===== src/rtl/obuh_pkg.sv =====
// obuh_pkg: shared types and constants for the offset binary unpack histogram
// used by the top level, front and back; depends on nothing
`default_nettype none

package obuh_pkg;

    localparam int BIN_BITS       = 16;
    localparam int HIST_BINS      = 65536;
    localparam int REPORT_BITS    = 32;
    localparam int DEF_NUM_POLS   = 2;
    localparam int DEF_COUNT_BITS = 32;

    // queue between front and back, and result queue
    localparam int MID_DEPTH   = 4;
    localparam int OUT_DEPTH   = 4;
    localparam int OUT_CNT_W   = $clog2(OUT_DEPTH + 1);

    localparam logic [BIN_BITS-1:0] SIGN_FLIP = 16'h8000;

    typedef enum logic {
        OP_SAMPLE = 1'b0,
        OP_READ   = 1'b1
    } t_opcode;

    // classified word handed from front to back
    typedef struct packed {
        logic                       bump;
        logic                       rd_ok;
        logic                       pol;
        logic [BIN_BITS-1:0]        re_bin;
        logic [BIN_BITS-1:0]        im_bin;
        logic signed [BIN_BITS-1:0] re_value;
        logic signed [BIN_BITS-1:0] im_value;
    } t_cmd;

    typedef struct packed {
        logic signed [BIN_BITS-1:0] re_value;
        logic signed [BIN_BITS-1:0] im_value;
        logic [REPORT_BITS-1:0]     re_count;
        logic [REPORT_BITS-1:0]     im_count;
    } t_result;

endpackage

`default_nettype wire


===== src/rtl/obuh_front.sv =====
// obuh_front: accepts input words, converts samples and classifies the request
// depends on obuh_pkg; feeds the queue in front of obuh_back
`default_nettype none

module obuh_front #(
    parameter int NUM_POLS = obuh_pkg::DEF_NUM_POLS
) (
    input  wire logic                           i_push,
    output logic                                o_full,
    input  wire logic                           i_opcode,
    input  wire logic                           i_pol,
    input  wire logic [obuh_pkg::BIN_BITS-1:0]  i_re_raw,
    input  wire logic [obuh_pkg::BIN_BITS-1:0]  i_im_raw,
    input  wire logic [obuh_pkg::BIN_BITS-1:0]  i_bin_index,
    input  wire logic                           i_mid_full,
    input  wire logic                           i_clearing,
    output logic                                o_mid_push,
    output obuh_pkg::t_cmd                      o_cmd
);

    import obuh_pkg::*;

    logic pol_ok;
    logic is_read;

    assign o_full     = i_mid_full || i_clearing;
    assign o_mid_push = i_push && !o_full;
    assign pol_ok     = (32'(i_pol) < NUM_POLS);
    assign is_read    = (t_opcode'(i_opcode) == OP_READ);

    always_comb begin
        o_cmd.pol   = i_pol;
        o_cmd.bump  = !is_read && pol_ok;
        o_cmd.rd_ok = is_read && pol_ok;
        if (is_read) begin
            o_cmd.re_bin   = i_bin_index;
            o_cmd.im_bin   = i_bin_index;
            o_cmd.re_value = '0;
            o_cmd.im_value = '0;
        end else begin
            // raw code is the bin; top-bit flip gives two's complement
            o_cmd.re_bin   = i_re_raw;
            o_cmd.im_bin   = i_im_raw;
            o_cmd.re_value = signed'(i_re_raw ^ SIGN_FLIP);
            o_cmd.im_value = signed'(i_im_raw ^ SIGN_FLIP);
        end
    end

endmodule

`default_nettype wire


===== config.mk =====
export PLATFORM = sky130hd
export DESIGN_NAME = obuh_front
export DESIGN_NICKNAME = d
export VERILOG_FILES = /design/src/rtl/obuh_pkg.sv /design/src/rtl/obuh_front.sv
export SDC_FILE = /design/constraint.sdc
export NUM_CORES = 1
export LEC_CHECK = 0
export BUFFER_PORTS_ARGS = -buffer_cell sky130_fd_sc_hd__buf_2
export CAP_MARGIN = 40
export CORE_AREA = 2 2 68 44
export DETAILED_ROUTE_END_ITERATION = 8
export DIE_AREA = 0 0 70 46
export MAX_ROUTING_LAYER = met4
export PLACE_DENSITY_LB_ADDON = 0.25
export SYNTH_ARGS = -nofsm -noshare
export SYNTH_HDL_FRONTEND = slang
export SYNTH_SLANG_ARGS = --single-unit

===== constraint.sdc =====
create_clock -name vclk -period 1
set_clock_uncertainty 0.2 [all_clocks]
set_input_delay 0.1 -clock vclk [all_inputs]
set_output_delay 0.1 -clock vclk [all_outputs]
set_load 0.05 [all_outputs]

# Word level (Yosys, flattened, before mapping)

Index checks and enable logic that the tools add are counted.

Register bits: 0
Latch bits: 0
Memory bits (writable): 0
ROM bits: 0
Bits of input ports: 53
Output and inout bits: 69
Word-level logic and storage cells: 7
Memories: 0

Add/sub/neg operators: 0
$mul: 0
Div/mod/pow operators: 0
Order comparisons: 0
Equal/unequal tests: 0
Shift operators: 0
Muxes and demuxes: 1
Bitwise gates (word level): 2
Reductions and logical operators: 4

Operator list:

| kind              | number |
|---|---|
| $mux 64           | 1 |
| $logic_not 1->1   | 2 |
| $not 1->1         | 2 |
| $logic_and 1x1->1 | 1 |
| $logic_or 1x1->1  | 1 |

# Longest topological paths before layout

Word-level depth: 3
Gate-level depth with buffers: 3
Depth with buffers taken out: 1

# Least setup slack after synthesis

No wires, ideal clock.

Path kind: input to output
From: input port i_clearing
To: output port o_mid_push
Arrival time: 1.258 ns
Data required time: 0.700 ns
Slack: -0.558 ns
Stages on the path: 1
Path buffers: 0
Path through: nor3b_1

Word-level cells in the longest chain between the ends: 3

RTL lines:

| element           | line             | source |
|---|---|---|
| start, declared   | obuh_front.sv:16 | `input wire logic i_clearing,` |
| $logic_or 1x1->1  | obuh_front.sv:26 | `assign o_full = i_mid_full \|\| i_clearing;` |
| $logic_not 1->1   | obuh_front.sv:27 | `assign o_mid_push = i_push && !o_full;` |
| $logic_and 1x1->1 | obuh_front.sv:27 |  |
| end, declared     | obuh_front.sv:17 | `output logic o_mid_push,` |

No other way between the ends.

==> impl_metrics.csv <==
group,metric,value,unit
timing,setup_tns,-5830,ps
yosys,mappedNetlistArea,748,µm²
drt,detailroute.via_count,1103,
finish,most-common-layout-cells,"sky130_fd_sc_hd__buf_6, sky130_fd_sc_hd__buf_2, sky130_fd_sc_hd__mux2_4",
die,start_util,28.1,%
run,max_cap_check_violation_count,0,
finish,areaGrowthSynthToFinish,229,%
yosys,post_synthesis_instance_total,76,
timing,finalCritPeriodShare,115,%
status,outcome,"finished with violations",
worst_setup_path,critical_path.max_fanout,8,
global_route,grt_pass1_wl,5.70,mm
timing,fin_ws,-153,ps
worst_setup_path,worst_setup_path_end_kind,"output pin",
timing,max_clock_freq,0.867,GHz
die,rows,15,
global_route,grt_max_degree,13,
yosys,yosys_warnings,0,
global_route,grt-ovfl-total,0,
placement,post_dp_cell_area,1690,µm²
timing,max_slew_vio_count,0,
power,power.ir.vdd_worst,549,µV
finish,final_layout_size_suffix_gt1_share,100,%
placement,rd_place_congestion,0.792,
power,design_power_total,1830,µW
status,violations,"negative setup slack",
die,fp.dieH,46,µm
global_route,first_global_vias,1210,
drt,vias_per_cell,4.54,
yosys,synth_sequential_area_ratio,0,%
drt,drtPass1Iterations,4,
worst_setup_path,worstPathArrival,850,ps
drt,antenna_left,0,
worst_setup_path,worstSetupStartpointType,"primary input",
finish,regArea,0,µm²
global_route,antenna_found_initial,0,
power,leakagePower,0.00133,µW
timing,rsz_0062_raised_after_global_routing,"yes",
finish,design.seq.count,0,
timing,final_hold_viol_count,0,
worst_setup_path,cp.required,700,ps
yosys,synth_top_cell_area_share,54.2,%
die,chipWidth,70,µm
finish,antenna-diode-count,0,
drt,initialDrtViolationCount,29,
worst_hold_path,hold_path_class,"in -> out",
drt,detail_route.wirelength,4.30,mm
power,power-per-cell-area,744,nW/µm²
global_route,grt_usage,22.9,%
drt,routed_length_per_placed_instance,17.7,µm
timing,max-slew-margin-rel,83.4,%
drt,post-route-drc-count,0,
finish,layout_commonest_cell,"sky130_fd_sc_hd__buf_6",
placement,dp_slack,-317,ps
finish,finish.instance_area,2460,µm²
yosys,synth.largest_area_cell,"sky130_fd_sc_hd__mux2_4",
finish,layout.nets,264,
finish,final_util,92.4,%
finish,num-clock-buffers,0,
die,coreArea,2670,µm²
yosys,synth.top_cells.by_area,"sky130_fd_sc_hd__mux2_4, sky130_fd_sc_hd__nor2b_1, sky130_fd_sc_hd__mux2_2, sky130_fd_sc_hd__buf_6, sky130_fd_sc_hd__buf_4",
timing,layout_min_cycle_time,1150,ps
placement,dp.final_hpwl,2.33,mm
worst_setup_path,worst-setup-path-type,"in -> out",
timing,worst_slew_pin_slew,251,ps
clocking,holdBufCountCts,0,
die,floorplan.die_area,3220,µm²
yosys,post_synth_net_total,129,
die,ports,122,
timing,final-setup-viol-count,50,
yosys,synth_cell_types,11,
placement,io_buffer_count,120,
yosys,postSynthAreaPerCell,9.84,µm²
==> power by group <==
group / internal [µW] / switching, µW
sequential: 0 / 0
clock: 0 / 0
combinational: 838 / 996
==> worst paths after layout <==
kind	cells past startpoint	slack, ps	from	endpoint
worst max-delay path	4	-150	i_opcode	o_cmd[39]
worst min-delay path	0	0.1	i_pol	o_cmd[64]
==> layout make-up <==
cell class | instances | area [µm²]
Multi-Input combinational cell | 66 | 930
Tap cell | 34 | 42.5
Inverter | 1 | 6.26
Fill cell | 91 | 201
Timing Repair Buffer | 142 | 1490
==> per-stage QoR <==
step,instances,hold slack [ps]
after CTS,241,0.341
after floorplan,76,53.4
after detailed placement,234,0.341
after global placement,234,0.341
final,243,0.109
after global routing,243,0.310
==> worst max-delay path: stages <==
cell	delay (ps)
sky130_fd_sc_hd__buf_16	130
sky130_fd_sc_hd__buf_16	150
sky130_fd_sc_hd__mux2_4	310
sky130_fd_sc_hd__buf_8	150
==> cells in the mapped netlist (all sizes together) <==
master,number
nor2,2
mux2,32
nor3b,1
buf,8
or2,1
nor2b,30
clkbuf,1
inv,1
==> metal layers <==
layer	global-route usage [%]	up-vias	wire length, µm
met5	-	-	0
met4	5.77	0	82
met3	2.43	8	283
li1	-	523	-
met2	47.0	64	2470
met1	24.2	508	1470
==> cell families (layout without fill, tap and decap cells) <==
kind of cell | after synthesis | in the layout | share of synthesized area [%]
muxes | 32 | 32 | 61.7
and+or+nand+nor | 34 | 34 | 27.9
buffers and inverters | 10 | 143 | 10.4
==> what timing repair did <==
item / in CTS / in global routing
resized for setup: 168 / 11
setup endpoints to repair: 66 / 64
buffers inserted: 2 / 0
pin swaps: 2 / 0
gates cloned: 5 / 2
Power figures use the tool's default switching activity.
