File: src/rtl/obuh_fifo.sv
// obuh_fifo: small register queue with occupancy count
// used between front and back and for results; no package dependency
`default_nettype none

module obuh_fifo #(
    parameter int WIDTH = 8,
    parameter int DEPTH = 4
) (
    input  wire logic                           i_clk,
    input  wire logic                           i_rst_n,
    input  wire logic                           i_push,
    input  wire logic [WIDTH-1:0]               i_data,
    input  wire logic                           i_pop,
    output logic      [WIDTH-1:0]               o_data,
    output logic                                o_full,
    output logic                                o_empty,
    output logic      [$clog2(DEPTH+1)-1:0]     o_count
);

    localparam int PTR_W = $clog2(DEPTH);
    localparam int CNT_W = $clog2(DEPTH + 1);

    logic [WIDTH-1:0] r_store [DEPTH];
    logic [PTR_W-1:0] r_wr_ptr;
    logic [PTR_W-1:0] r_rd_ptr;
    logic [CNT_W-1:0] r_count;
    logic             do_push;
    logic             do_pop;

    assign o_full  = (r_count == CNT_W'(DEPTH));
    assign o_empty = (r_count == '0);
    assign o_count = r_count;
    assign o_data  = r_store[r_rd_ptr];
    assign do_push = i_push && !o_full;
    assign do_pop  = i_pop && !o_empty;

    always_ff @(posedge i_clk) begin
        if (do_push) begin
            r_store[r_wr_ptr] <= i_data;
        end
    end

    always_ff @(posedge i_clk) begin
        if (!i_rst_n) begin
            r_wr_ptr <= '0;
            r_rd_ptr <= '0;
            r_count  <= '0;
        end else begin
            if (do_push) begin
                r_wr_ptr <= r_wr_ptr + PTR_W'(1);
            end
            if (do_pop) begin
                r_rd_ptr <= r_rd_ptr + PTR_W'(1);
            end
            if (do_push && !do_pop) begin
                r_count <= r_count + CNT_W'(1);
            end else if (do_pop && !do_push) begin
                r_count <= r_count - CNT_W'(1);
            end
        end
    end

endmodule

`default_nettype wire

File: config.mk
export PLATFORM = sky130hd
export DESIGN_NAME = obuh_fifo
export DESIGN_NICKNAME = d
export VERILOG_FILES = /design/src/rtl/obuh_fifo.sv
export SDC_FILE = /design/constraint.sdc
export NUM_CORES = 1
export LEC_CHECK = 0
export ABC_AREA = 1
export BUFFER_PORTS_ARGS = -buffer_cell sky130_fd_sc_hd__buf_2
export CAP_MARGIN = 25
export CELL_PAD_IN_SITES_DETAIL_PLACEMENT = 1
export CELL_PAD_IN_SITES_GLOBAL_PLACEMENT = 1
export CORE_ASPECT_RATIO = 1.4
export CORE_MARGIN = 2
export CORE_UTILIZATION = 30
export DETAILED_ROUTE_END_ITERATION = 10
export GPL_ROUTABILITY_DRIVEN = 1
export PLACE_DENSITY = 0.59
export SYNTH_ARGS = -nofsm -noshare
export SYNTH_HDL_FRONTEND = slang
export SYNTH_SLANG_ARGS = --single-unit
File: constraint.sdc
create_clock -name i_clk -period 4.5 [get_ports i_clk]
set_input_delay 0.45 -clock i_clk [delete_from_list [all_inputs] [get_ports i_clk]]
set_output_delay 0.45 -clock i_clk [all_outputs]
set_load 0.01 [all_outputs]
## After elaboration in Yosys (flattened, before gate mapping)

Memory sizes are Yosys's and may differ from the RTL's. A register that Yosys moved wholly into a read port is not among the register bits.
Index checks and enable logic that the tools add are counted.

- Bitwise logic cells: 0
- Add/sub/neg operators: 4
- Reduce and logical (&&, ||, !) cells: 10
- Multipliers: 0
- Magnitude comparators: 0
- Shifts and indexed selects: 0
- Eq/ne operators: 1
- Mux-type cells: 6
- Divide/modulo/power cells: 0

Operators by type and width:

| cell | number |
|---|---|
| 3-bit 2-to-1 mux | 2 |
| 2-bit by 1-bit adder with 2-bit output, second input constant | 2 |
| 1-bit logical AND | 4 |
| 1-bit logical NOT | 4 |
| 2-bit 2-to-1 mux | 2 |
| 3-bit by 1-bit adder with 3-bit output, second input constant | 1 |
| 3-bit equality test, second input constant | 1 |
| 3-bit logical NOT | 1 |
| 3-bit by 1-bit subtractor with 3-bit output, second input constant | 1 |
| 1-bit 2-to-1 mux | 2 |
| 2-bit nonzero test | 1 |

- Memory bits (writable): 32
- Output and inout bits: 13
- Flip-flop bits (word level): 7
- Bits in read-only memories: 0
- Bits of input ports: 12
- Memories: 1
- Word-level logic and storage cells: 25
- Latch bits: 0

Memories:

| memory | words | bits a word | rd ports | clocked after memory_dff | write ports | line | RTL |
|---|---|---|---|---|---|---|---|
| r_store | 4 | 8 | 1 | 1 | 1 | 23 | `logic [WIDTH-1:0] r_store [DEPTH];` |

## Longest topological paths before layout

Gate-level depths: netlist (run 1).

- Word-level depth: 7
- Gate-level depth with buffers: 13
- Mapped depth without buffers: 13

## Worst setup path after synthesis (run 1)

No wires, ideal clock.

- Kind: flip-flop to flip-flop
- Start point: register r_count[0] (netlist: o_count[0])
- End point: register r_count[2] (netlist: o_count[2])
- Setup time: 0.113 ns
- Slack: 2.723 ns
- Stages on the path, launching flop included: 14
- Data arrival time: 1.664 ns
- Period minus slack after synthesis: 1.777 ns
- Buffers on the path: 0
- Data required time: 4.387 ns
- Cells stage by stage: dfxtp_1 > nor2_1 > nand2_1 > nand2_2 > inv_1 > ha_1 > inv_1 > fa_1 > inv_1 > nand2_1 > nand3_1 > nand2_1 > nand2_1 > nor2_1

- Longest elaborated chain between the ends: 6
- Elaborated cells between the ends (all ways): 15
- Those cells by class: add/sub: 2; eq/ne: 1; mux: 2; reduce/logical: 10

Ends and longest elaborated chain:

| element | line | RTL |
|---|---|---|
| start, declared | 26 | `logic [CNT_W-1:0] r_count;` |
| start signal, assigned | 56 | `r_count <= r_count + CNT_W'(1);` |
| start signal, assigned | 58 | `r_count <= r_count - CNT_W'(1);` |
| 3-bit equality test (*) | 30 | `assign o_full = (r_count == CNT_W'(DEPTH));` |
| 1-bit logical NOT (*) | 34 | `assign do_push = i_push && !o_full;` |
| 1-bit logical AND (*) | 34 |  |
| via do_push | 27 | `logic do_push;` |
| 1-bit logical NOT | 57 | `end else if (do_pop && !do_push) begin` |
| 1-bit logical AND | 57 |  |
| 2-bit nonzero test (no line) | n/a |  |

The timed path passes the listed nets; every way through them passes the cells marked *. The select of a mux whose other input is x is not followed.
A chain may end at the register's enable or synchronous reset.

==> run_results.csv, run 1 <==
group,metric,value,unit
outcome,status,"complete, no violations",
clocking,cts_inserted_buffers,5,
final_layout,fillers,621,
routing,vias,1126,
final_layout,final_core_utilization,0.361,
routing,postRouteAntennaNets,0,
synthesis,seq_area_frac_synth,0.677,
synthesis,yosys_warnings,0,
clocking,htreeDepth,2,
routing,wl_per_cell,14.0,um
sta,skew,6.53,ps
routing,wl,3.42,mm
die,die_h,92.7,um
sta,fin_worst_hold_slack,371,ps
sta,final_max_slew_viol_count,0,
die,die_w,67.3,um
sta,relSlewSlack,0.409,
clocking,clkLatencyLatePin,290,ps
place,port-buffer-count,24,
sta,clock.fmax,465,MHz
routing,drtPass1Iterations,4,
final_layout,seq_area,0.00114,mm2
synthesis,synth_area,0.00169,mm2
critical_path,start_kind,"register",
power,p_leak,0.777,nW
global_route,antenna_found_initial,0,
synthesis,synthTopCellsByArea,"edfxtp_1 57%, dfxtp_1 11%, nor2_1 6.7%",
critical_path,crit_type,"reg -> out",
synthesis,synth_top_cell_by_area,"edfxtp_1",
critical_path,cp_max_fo,17,
final_layout,syn2layout_area_growth,17.4,%
routing,vias_per_cell,4.61,
sta,rsz0062_at_grt,"no",
place,hpwl,2.53,mm
final_layout,multi_input_area,454,um2
clocking,cts-resized-gates,0,
power,p_per_area,559,mW/mm2
clocking,holdBufCountCts,0,
critical_path,arrival,1700,ps
clocking,clk_pin_slew,80,ps
clocking,tritoncts,"built",
sta,period_share,0.478,
sta,fin_crit,2150,ps
final_layout,final_cell_mix,"32 x edfxtp_1, 30 x nor2_1, 24 x buf_2",
place,postPlaceCellArea,0.00187,mm2
final_layout,final_area,0.00198,mm2
synthesis,yosysUniqueCellTypes,18,
die,coreArea,0.00549,mm2
global_route,grt_pass1_wl,5.62,mm
synthesis,syn-num-nets,164,
final_layout,drive_gt1_frac,0.210,
final_layout,nets,193,
sta,setup_viol,0,
die,io_pins,25,
die,die-area,0.00624,mm2
die,num_rows,32,
sta,fin_setup_tns,0,ps
routing,drc,0,
run,cap_violations,0,
synthesis,synth_top_area_share,0.570,
power,ir_worst_vdd,0.239,mV
global_route,grt_util_all_layers,0.124,
synthesis,postSynthCellCount,146,
clocking,clk_path_buf_depth,2,
clocking,post-cts-setup-buffers,0,
synthesis,syn_avg_cell_area,11.5,um2
global_route,grt_pass1_vias,1204,
final_layout,antenna_cells,0,
sta,hold_viol_final,0,
final_layout,fin_cells,244,
place,gp_congestion,0.669,
sta,worst_pin_slew,884,ps
global_route,grt_max_degree,18,
critical_path,endpoint_kind,"output port",
synthesis,ys_ff_latch,41,
final_layout,final_common_cell,"edfxtp_1",
place,place_inst,236,
clocking,numClockSinks,41,
critical_path,worstPathRequired,4050,ps
clocking,cts-root-buf,"clkbuf_8",
global_route,grt_overflow,0,
routing,first_iter_violations,43,
worst_hold_path,hold_path_class,"in -> reg",
die,initial_core_util,0.307,
-- through the flow --
step / total power, mW / setup WS, ps
after floorplan: 0.721 / 2720
after global placement: 0.810 / 2610
after detailed placement: 0.831 / 2520
after CTS: 1.12 / 2300
after global routing: 1.19 / 2100
final: 1.11 / 2350
-- synth_stat cells --
master / n
ha_1: 5
nor2_1: 30
inv_1: 17
edfxtp_1: 32
a21oi_1: 3
o21ai_1: 1
o21ai_0: 13
fa_1: 1
o22ai_1: 8
dfxtp_1: 9
nand3b_1: 1
o21ai_2: 3
nand2_2: 2
xor2_1: 1
inv_2: 1
nand2_1: 13
buf_6: 2
nand3_1: 4
-- power by group --
part | total, mW | internal (mW) | switching (mW) | leakage (nW)
Combinational | 0.306 | 0.113 | 0.192 | 0.358
Clock | 0.291 | 0.163 | 0.128 | 0.0518
Sequential | 0.509 | 0.465 | 0.0441 | 0.367
Total | 1.11 | 0.742 | 0.364 | 0.777
-- final timing paths --
check	startpoint	to	slack, ps	cells past startpoint
setup / recovery	register	o_data[5]	2350	4
hold reg to reg	r_rd_ptr[1]	r_rd_ptr[1]	520	2
hold / removal	i_data[4]	r_store[1][4]	370	1
setup reg to reg	o_count[0]	o_count[2]	2500	13
-- worst max-delay path, stage by stage (launching register included) --
cell and delay, ps:
dfxtp_1 690, inv_2 260, o21ai_0 220, o22ai_1 100, buf_2 150
-- layer usage --
metal | GRT usage | routed length (um)
met5 | 0 | 0
met4 | 0.0629 | 87
met3 | 0.0352 | 163
met2 | 0.205 | 1750
met1 | 0.144 | 1430
-- flip-flops by register name (all words and copies together) (netlist names), named ones only --
register  cells
r_store      32
o_count       3
r_rd_ptr      2
r_wr_ptr      2
-- area by class of cell --
class,count,share of cell area
clock buffer,5,0.0348
clock inverter,3,0.0209
inverter,18,0.0342
multi-input combinational,85,0.230
sequential,41,0.577
tap,68,0.0430
timing repair buffer,24,0.0607
-- kinds of logic after synthesis --
| group | count (synthesis) | share of synthesized area |
|---|---|---|
| adder cells (fa/ha/maj) | 6 | 0.0490 |
| buffers and inverters | 20 | 0.0534 |
| flip-flops | 41 | 0.677 |
| XOR/XNOR | 1 | 0.00520 |
| AND/OR/NAND/NOR | 50 | 0.120 |
| AO/OA/AOI/OAI | 28 | 0.0958 |
No activity file was read; power rests on OpenSTA's default activity.
==> run 2: changes to the inputs <==
==> constraint.sdc (replaced) <==
create_clock -name i_clk -period 2.2 [get_ports i_clk]
set_input_delay 0.22 -clock i_clk [delete_from_list [all_inputs] [get_ports i_clk]]
set_output_delay 0.22 -clock i_clk [all_outputs]
set_load 0.01 [all_outputs]
==> run_results.csv, run 2 (synthesis gave the netlist of run 1 again) <==
group,metric,value,unit
sta,hold_viol_final,0,
global_route,grt_pass1_wl,5.57,mm
place,place_inst,241,
critical_path,start_kind,"register",
sta,rsz0062_at_grt,"no",
critical_path,slowest_stage,"dfxtp_1",
final_layout,multi_input_area,454,um2
place,postPlaceCellArea,0.00191,mm2
final_layout,seq_area,0.00114,mm2
die,die_w,67.3,um
place,place_ws,234,ps
critical_path,crit_type,"reg -> reg",
sta,skew,4.79,ps
place,hpwl,2.50,mm
global_route,antenna_found_initial,0,
sta,final_max_slew_viol_count,0,
routing,vias_per_cell,4.59,
sta,setup_viol,0,
worst_hold_path,hold_path_class,"in -> reg",
die,initial_core_util,0.307,
critical_path,worstPathRequired,2390,ps
critical_path,crit_chain,"nor2_1 > nand2_1 > nand2_2 > inv_1 > ha_1 > inv_1 > fa_1 > inv_1 > nand2_1 > nand3_1 > nand2_1 > nand2_1 > nor2_1",
die,io_pins,25,
global_route,grt_util_all_layers,0.124,
final_layout,drive_gt1_frac,0.238,
place,port-buffer-count,24,
die,num_rows,32,
power,p_total,2.42,mW
sta,relSlewSlack,0.735,
final_layout,final_core_utilization,0.372,
power,p_leak,0.821,nW
sta,fin_worst_hold_slack,142,ps
clocking,post-cts-setup-buffers,0,
critical_path,arrival,2140,ps
routing,first_iter_violations,47,
routing,wl,3.49,mm
place,gp_congestion,0.742,
clocking,clkLatencyLatePin,290,ps
clocking,cts_inserted_buffers,5,
critical_path,cpMostUsedCell,"nand2_1",
die,die-area,0.00624,mm2
final_layout,final_area,0.00204,mm2
global_route,grt_overflow,0,
clocking,clk_pin_slew,80,ps
critical_path,cp_max_fo,5,
clocking,clk_path_buf_depth,2,
final_layout,final_cell_mix,"32 x edfxtp_1, 30 x nor2_1, 24 x buf_2",
run,cap_violations,0,
sta,clock.fmax,511,MHz
routing,drtPass1Iterations,4,
power,ir_worst_vdd,0.494,mV
clocking,numClockSinks,41,
routing,vias,1143,
final_layout,fin_cells,249,
outcome,status,"complete, no violations",
clocking,holdBufCountCts,0,
final_layout,nets,198,
routing,drc,0,
routing,wl_per_cell,14.0,um
sta,fin_setup_tns,0,ps
sta,worst_pin_slew,397,ps
clocking,cts-root-buf,"clkbuf_8",
final_layout,syn2layout_area_growth,21.2,%
clocking,tritoncts,"built",
clocking,cts-resized-gates,0,
final_layout,fillers,615,
sta,fin_crit,1960,ps
die,coreArea,0.00549,mm2
critical_path,max_stage_delay,430,ps
final_layout,final_common_cell,"edfxtp_1",
clocking,htreeDepth,2,
final_layout,largest_register_ffs,32,
critical_path,endpoint_kind,"register",
sta,period_share,0.889,
final_layout,top_register,"r_store",
global_route,grt_max_degree,17,
power,p_per_area,1190,mW/mm2
sta,worst_slack,244,ps
routing,postRouteAntennaNets,0,
global_route,grt_pass1_vias,1232,
die,die_h,92.7,um
final_layout,antenna_cells,0,
## run 2: layout make-up
class                   instances  area share
clock buffers                   5      0.0337
repair buffers                 29      0.0772
clock inverters                 3      0.0337
flip-flops and latches         41       0.558
multi-input cells              85       0.222
inverters                      18      0.0331
well taps                      68      0.0416
## run 2: worst max-delay path: cells and delay by family, from the launching register on
kind	cells	cell delay, ps
buffers and inverters	3	250
flip-flops	1	430
adder cells (fa/ha/maj)	2	570
AND/OR/NAND/NOR	8	610
## run 2: report_power, final
group | total, mW | switching (mW) | internal, mW | leakage, nW
clock network | 0.716 | 0.259 | 0.457 | 0.0687
logic | 0.686 | 0.431 | 0.255 | 0.385
registers | 1.02 | 0.0719 | 0.950 | 0.367
total | 2.42 | 0.762 | 1.66 | 0.821
## run 2: worst paths after layout
path | endpoint | slack, ps | cells past startpoint | start
worst max-delay path | o_count[2] | 240 | 13 | o_count[0]
worst min-delay path | r_store[0][4] | 140 | 1 | i_data[4]
worst max register to register | o_count[2] | 240 | 13 | o_count[0]
worst min register to register | r_rd_ptr[1] | 520 | 2 | r_rd_ptr[1]
## run 2: layer usage
| metal | global-route usage | wire length, um | vias up | part of all wire |
|---|---|---|---|---|
| met4 | 0.0476 | 50 | 0 | 0.014 |
| met2 | 0.229 | 1950 | 26 | 0.56 |
| li1 | - | - | 565 | - |
| met5 | 0 | 0 | - | 0 |
| met1 | 0.124 | 1340 | 546 | 0.38 |
| met3 | 0.0377 | 150 | 6 | 0.043 |
==> run 3: changes to the inputs <==
--- a/config.mk
+++ b/config.mk
@@ -15,7 +15,7 @@
 export CORE_UTILIZATION = 30
 export DETAILED_ROUTE_END_ITERATION = 10
 export GPL_ROUTABILITY_DRIVEN = 1
-export PLACE_DENSITY = 0.59
+export PLACE_DENSITY = 0.68
 export SYNTH_ARGS = -nofsm -noshare
 export SYNTH_HDL_FRONTEND = slang
 export SYNTH_SLANG_ARGS = --single-unit
==> constraint.sdc (replaced) <==
create_clock -name i_clk -period 1.8 [get_ports i_clk]
set_input_delay 0.18 -clock i_clk [delete_from_list [all_inputs] [get_ports i_clk]]
set_output_delay 0.18 -clock i_clk [all_outputs]
set_load 0.01 [all_outputs]
==> run_results.csv, run 3 (synthesis gave the netlist of run 1 again) <==
group,metric,value,unit
critical_path,r2r-end,"o_count[1]",
worst_hold_path,hp-start,"i_data[1]",
clocking,clk_pin_slew,80,ps
routing,drc,0,
sta,worst_slack,129,ps
sta,period_share,0.928,
critical_path,slowest_stage,"fa_2",
global_route,grt_max_degree,17,
routing,vias_per_cell,4.56,
critical_path,max_stage_delay,430,ps
global_route,grt_overflow,0,
critical_path,ff2ff_setup_slack,130,ps
die,die_w,67.3,um
final_layout,antenna_cells,0,
place,gp_congestion,0.734,
routing,wl_per_cell,13.9,um
run,cap_violations,0,
worst_hold_path,hold_depth,1,
power,ir_worst_vdd,0.587,mV
sta,final_max_slew_viol_count,0,
die,num_rows,32,
critical_path,critPathBufInv,2,
clocking,clk_path_buf_depth,2,
routing,postRouteAntennaNets,0,
routing,drtPass1Iterations,4,
place,port-buffer-count,24,
critical_path,ff2ff_path_depth,9,
sta,hold_viol_final,0,
sta,rsz0062_at_grt,"no",
sta,worst_pin_slew,328,ps
global_route,grt_pass1_vias,1254,
critical_path,worstPathRequired,1990,ps
sta,setup_viol,0,
final_layout,largest_register_ffs,32,
clocking,tritoncts,"built",
routing,wl,3.58,mm
place,hpwl,2.65,mm
critical_path,crit_type,"reg -> reg",
critical_path,crit_chain,"nor2_4 > nand2_1 > nand2_2 > inv_2 > ha_2 > inv_1 > fa_2 > o21ai_1 > nor2_1",
critical_path,start_kind,"register",
power,p_per_area,1340,mW/mm2
global_route,grt_pass1_wl,5.94,mm
clocking,numClockSinks,41,
critical_path,rr_startpoint,"o_count[1]",
final_layout,syn2layout_area_growth,23.2,%
die,die-area,0.00624,mm2
critical_path,critical_path.top_delay_family,"adder cells",
worst_hold_path,hold_end,"r_store[0][1]",
global_route,grt_util_all_layers,0.131,
sta,fin_crit,1670,ps
die,coreArea,0.00549,mm2
sta,clock.fmax,599,MHz
place,place_inst,249,
final_layout,top_register,"r_store",
final_layout,fillers,632,
final_layout,final_cell_mix,"32 x edfxtp_1, 29 x nor2_1, 24 x buf_2",
die,initial_core_util,0.307,
die,die_h,92.7,um
clocking,htreeDepth,2,
sta,skew,6.09,ps
final_layout,fin_cells,258,
place,place_ws,-10.5,ps
routing,vias,1176,
final_layout,drive_gt1_frac,0.316,
sta,relSlewSlack,0.781,
clocking,cts_inserted_buffers,5,
critical_path,arrival,1860,ps
critical_path,cp_max_fo,3,
global_route,antenna_found_initial,0,
critical_path,endpoint_kind,"register",
die,io_pins,25,
power,p_leak,0.840,nW
final_layout,final_common_cell,"edfxtp_1",
clocking,holdBufCountCts,0,
routing,first_iter_violations,102,
clocking,clkLatencyLatePin,290,ps
worst_hold_path,hold_path_class,"in -> reg",
clocking,cts-root-buf,"clkbuf_8",
final_layout,final_core_utilization,0.379,
final_layout,nets,207,
outcome,status,"complete, no violations",
## run 3: changes by cell type in the layout (fill, tap and decap cells not counted), sizes merged
| cell | change |
|---|---|
| inv | -1 |
| bufinv | -2 |
| clkinvlp | +1 |
| buf | +9 |
| clkinv | +2 |
## run 3: metrics by stage
step / TNS (ps) / hold WS [ps] / power (mW) / cell area [um2]
5_1_grt: 0 / 92.5 / 3.01 / 2080
3_5_place_dp: -10.5 / 406 / 2.20 / 1970
6_report: 0 / 102 / 2.79 / 2080
3_3_place_gp: 0 / 400 / 2.16 / 1970
2_1_floorplan: 0 / 279 / 1.80 / 1690
4_1_cts: 0 / 92.1 / 2.80 / 2050
## run 3: where the power goes
group | internal [mW] | switching (mW)
logic | 0.402 | 0.559
clock network | 0.267 | 0.318
registers | 1.17 | 0.0757
total | 1.83 | 0.953
## run 3: worst max path at each step
stage	startpoint	endpoint	slack, ps	depth (start not counted)
2_1_floorplan	o_count[0]	o_count[2]	20	13
3_3_place_gp	o_count[1]	o_count[1]	100	9
3_5_place_dp	o_count[1]	o_count[1]	-10	9
4_1_cts	o_count[1]	o_count[1]	10	9
5_1_grt	o_count[1]	o_count[2]	6	11
6_report	o_count[1]	o_count[1]	130	9
## run 3: repair_timing
item                                    CTS  global route
endpoints found under the setup margin    1             2
pin swaps                                 0             1
resized for setup                         1             9
buffers inserted                          0             1
## run 3: layout make-up
class	instances	area [um2]	area share
inverters	18	67.6	0.0325
flip-flops and latches	41	1140	0.551
clock inverters	3	17.5	0.00843
well taps	68	85.1	0.0410
clock buffers	5	68.8	0.0331
repair buffers	38	225	0.108
multi-input cells	85	469	0.226
## run 3: worst register-to-register path: cells and delay by family, from the launching register on
kind	cells	cell delay, ps
and+or+nand+nor	4	330
buffers and inverters	2	140
adders and majority gates	2	610
AOI/OAI and AO/OA	1	150
DFF	1	340
## run 3: metal layers
layer	share of wire	routed length, um	track usage
met5	0	0	0
met2	0.54	1940	0.235
met1	0.40	1440	0.141
met3	0.038	135	0.0377
met4	0.018	63	0.0510
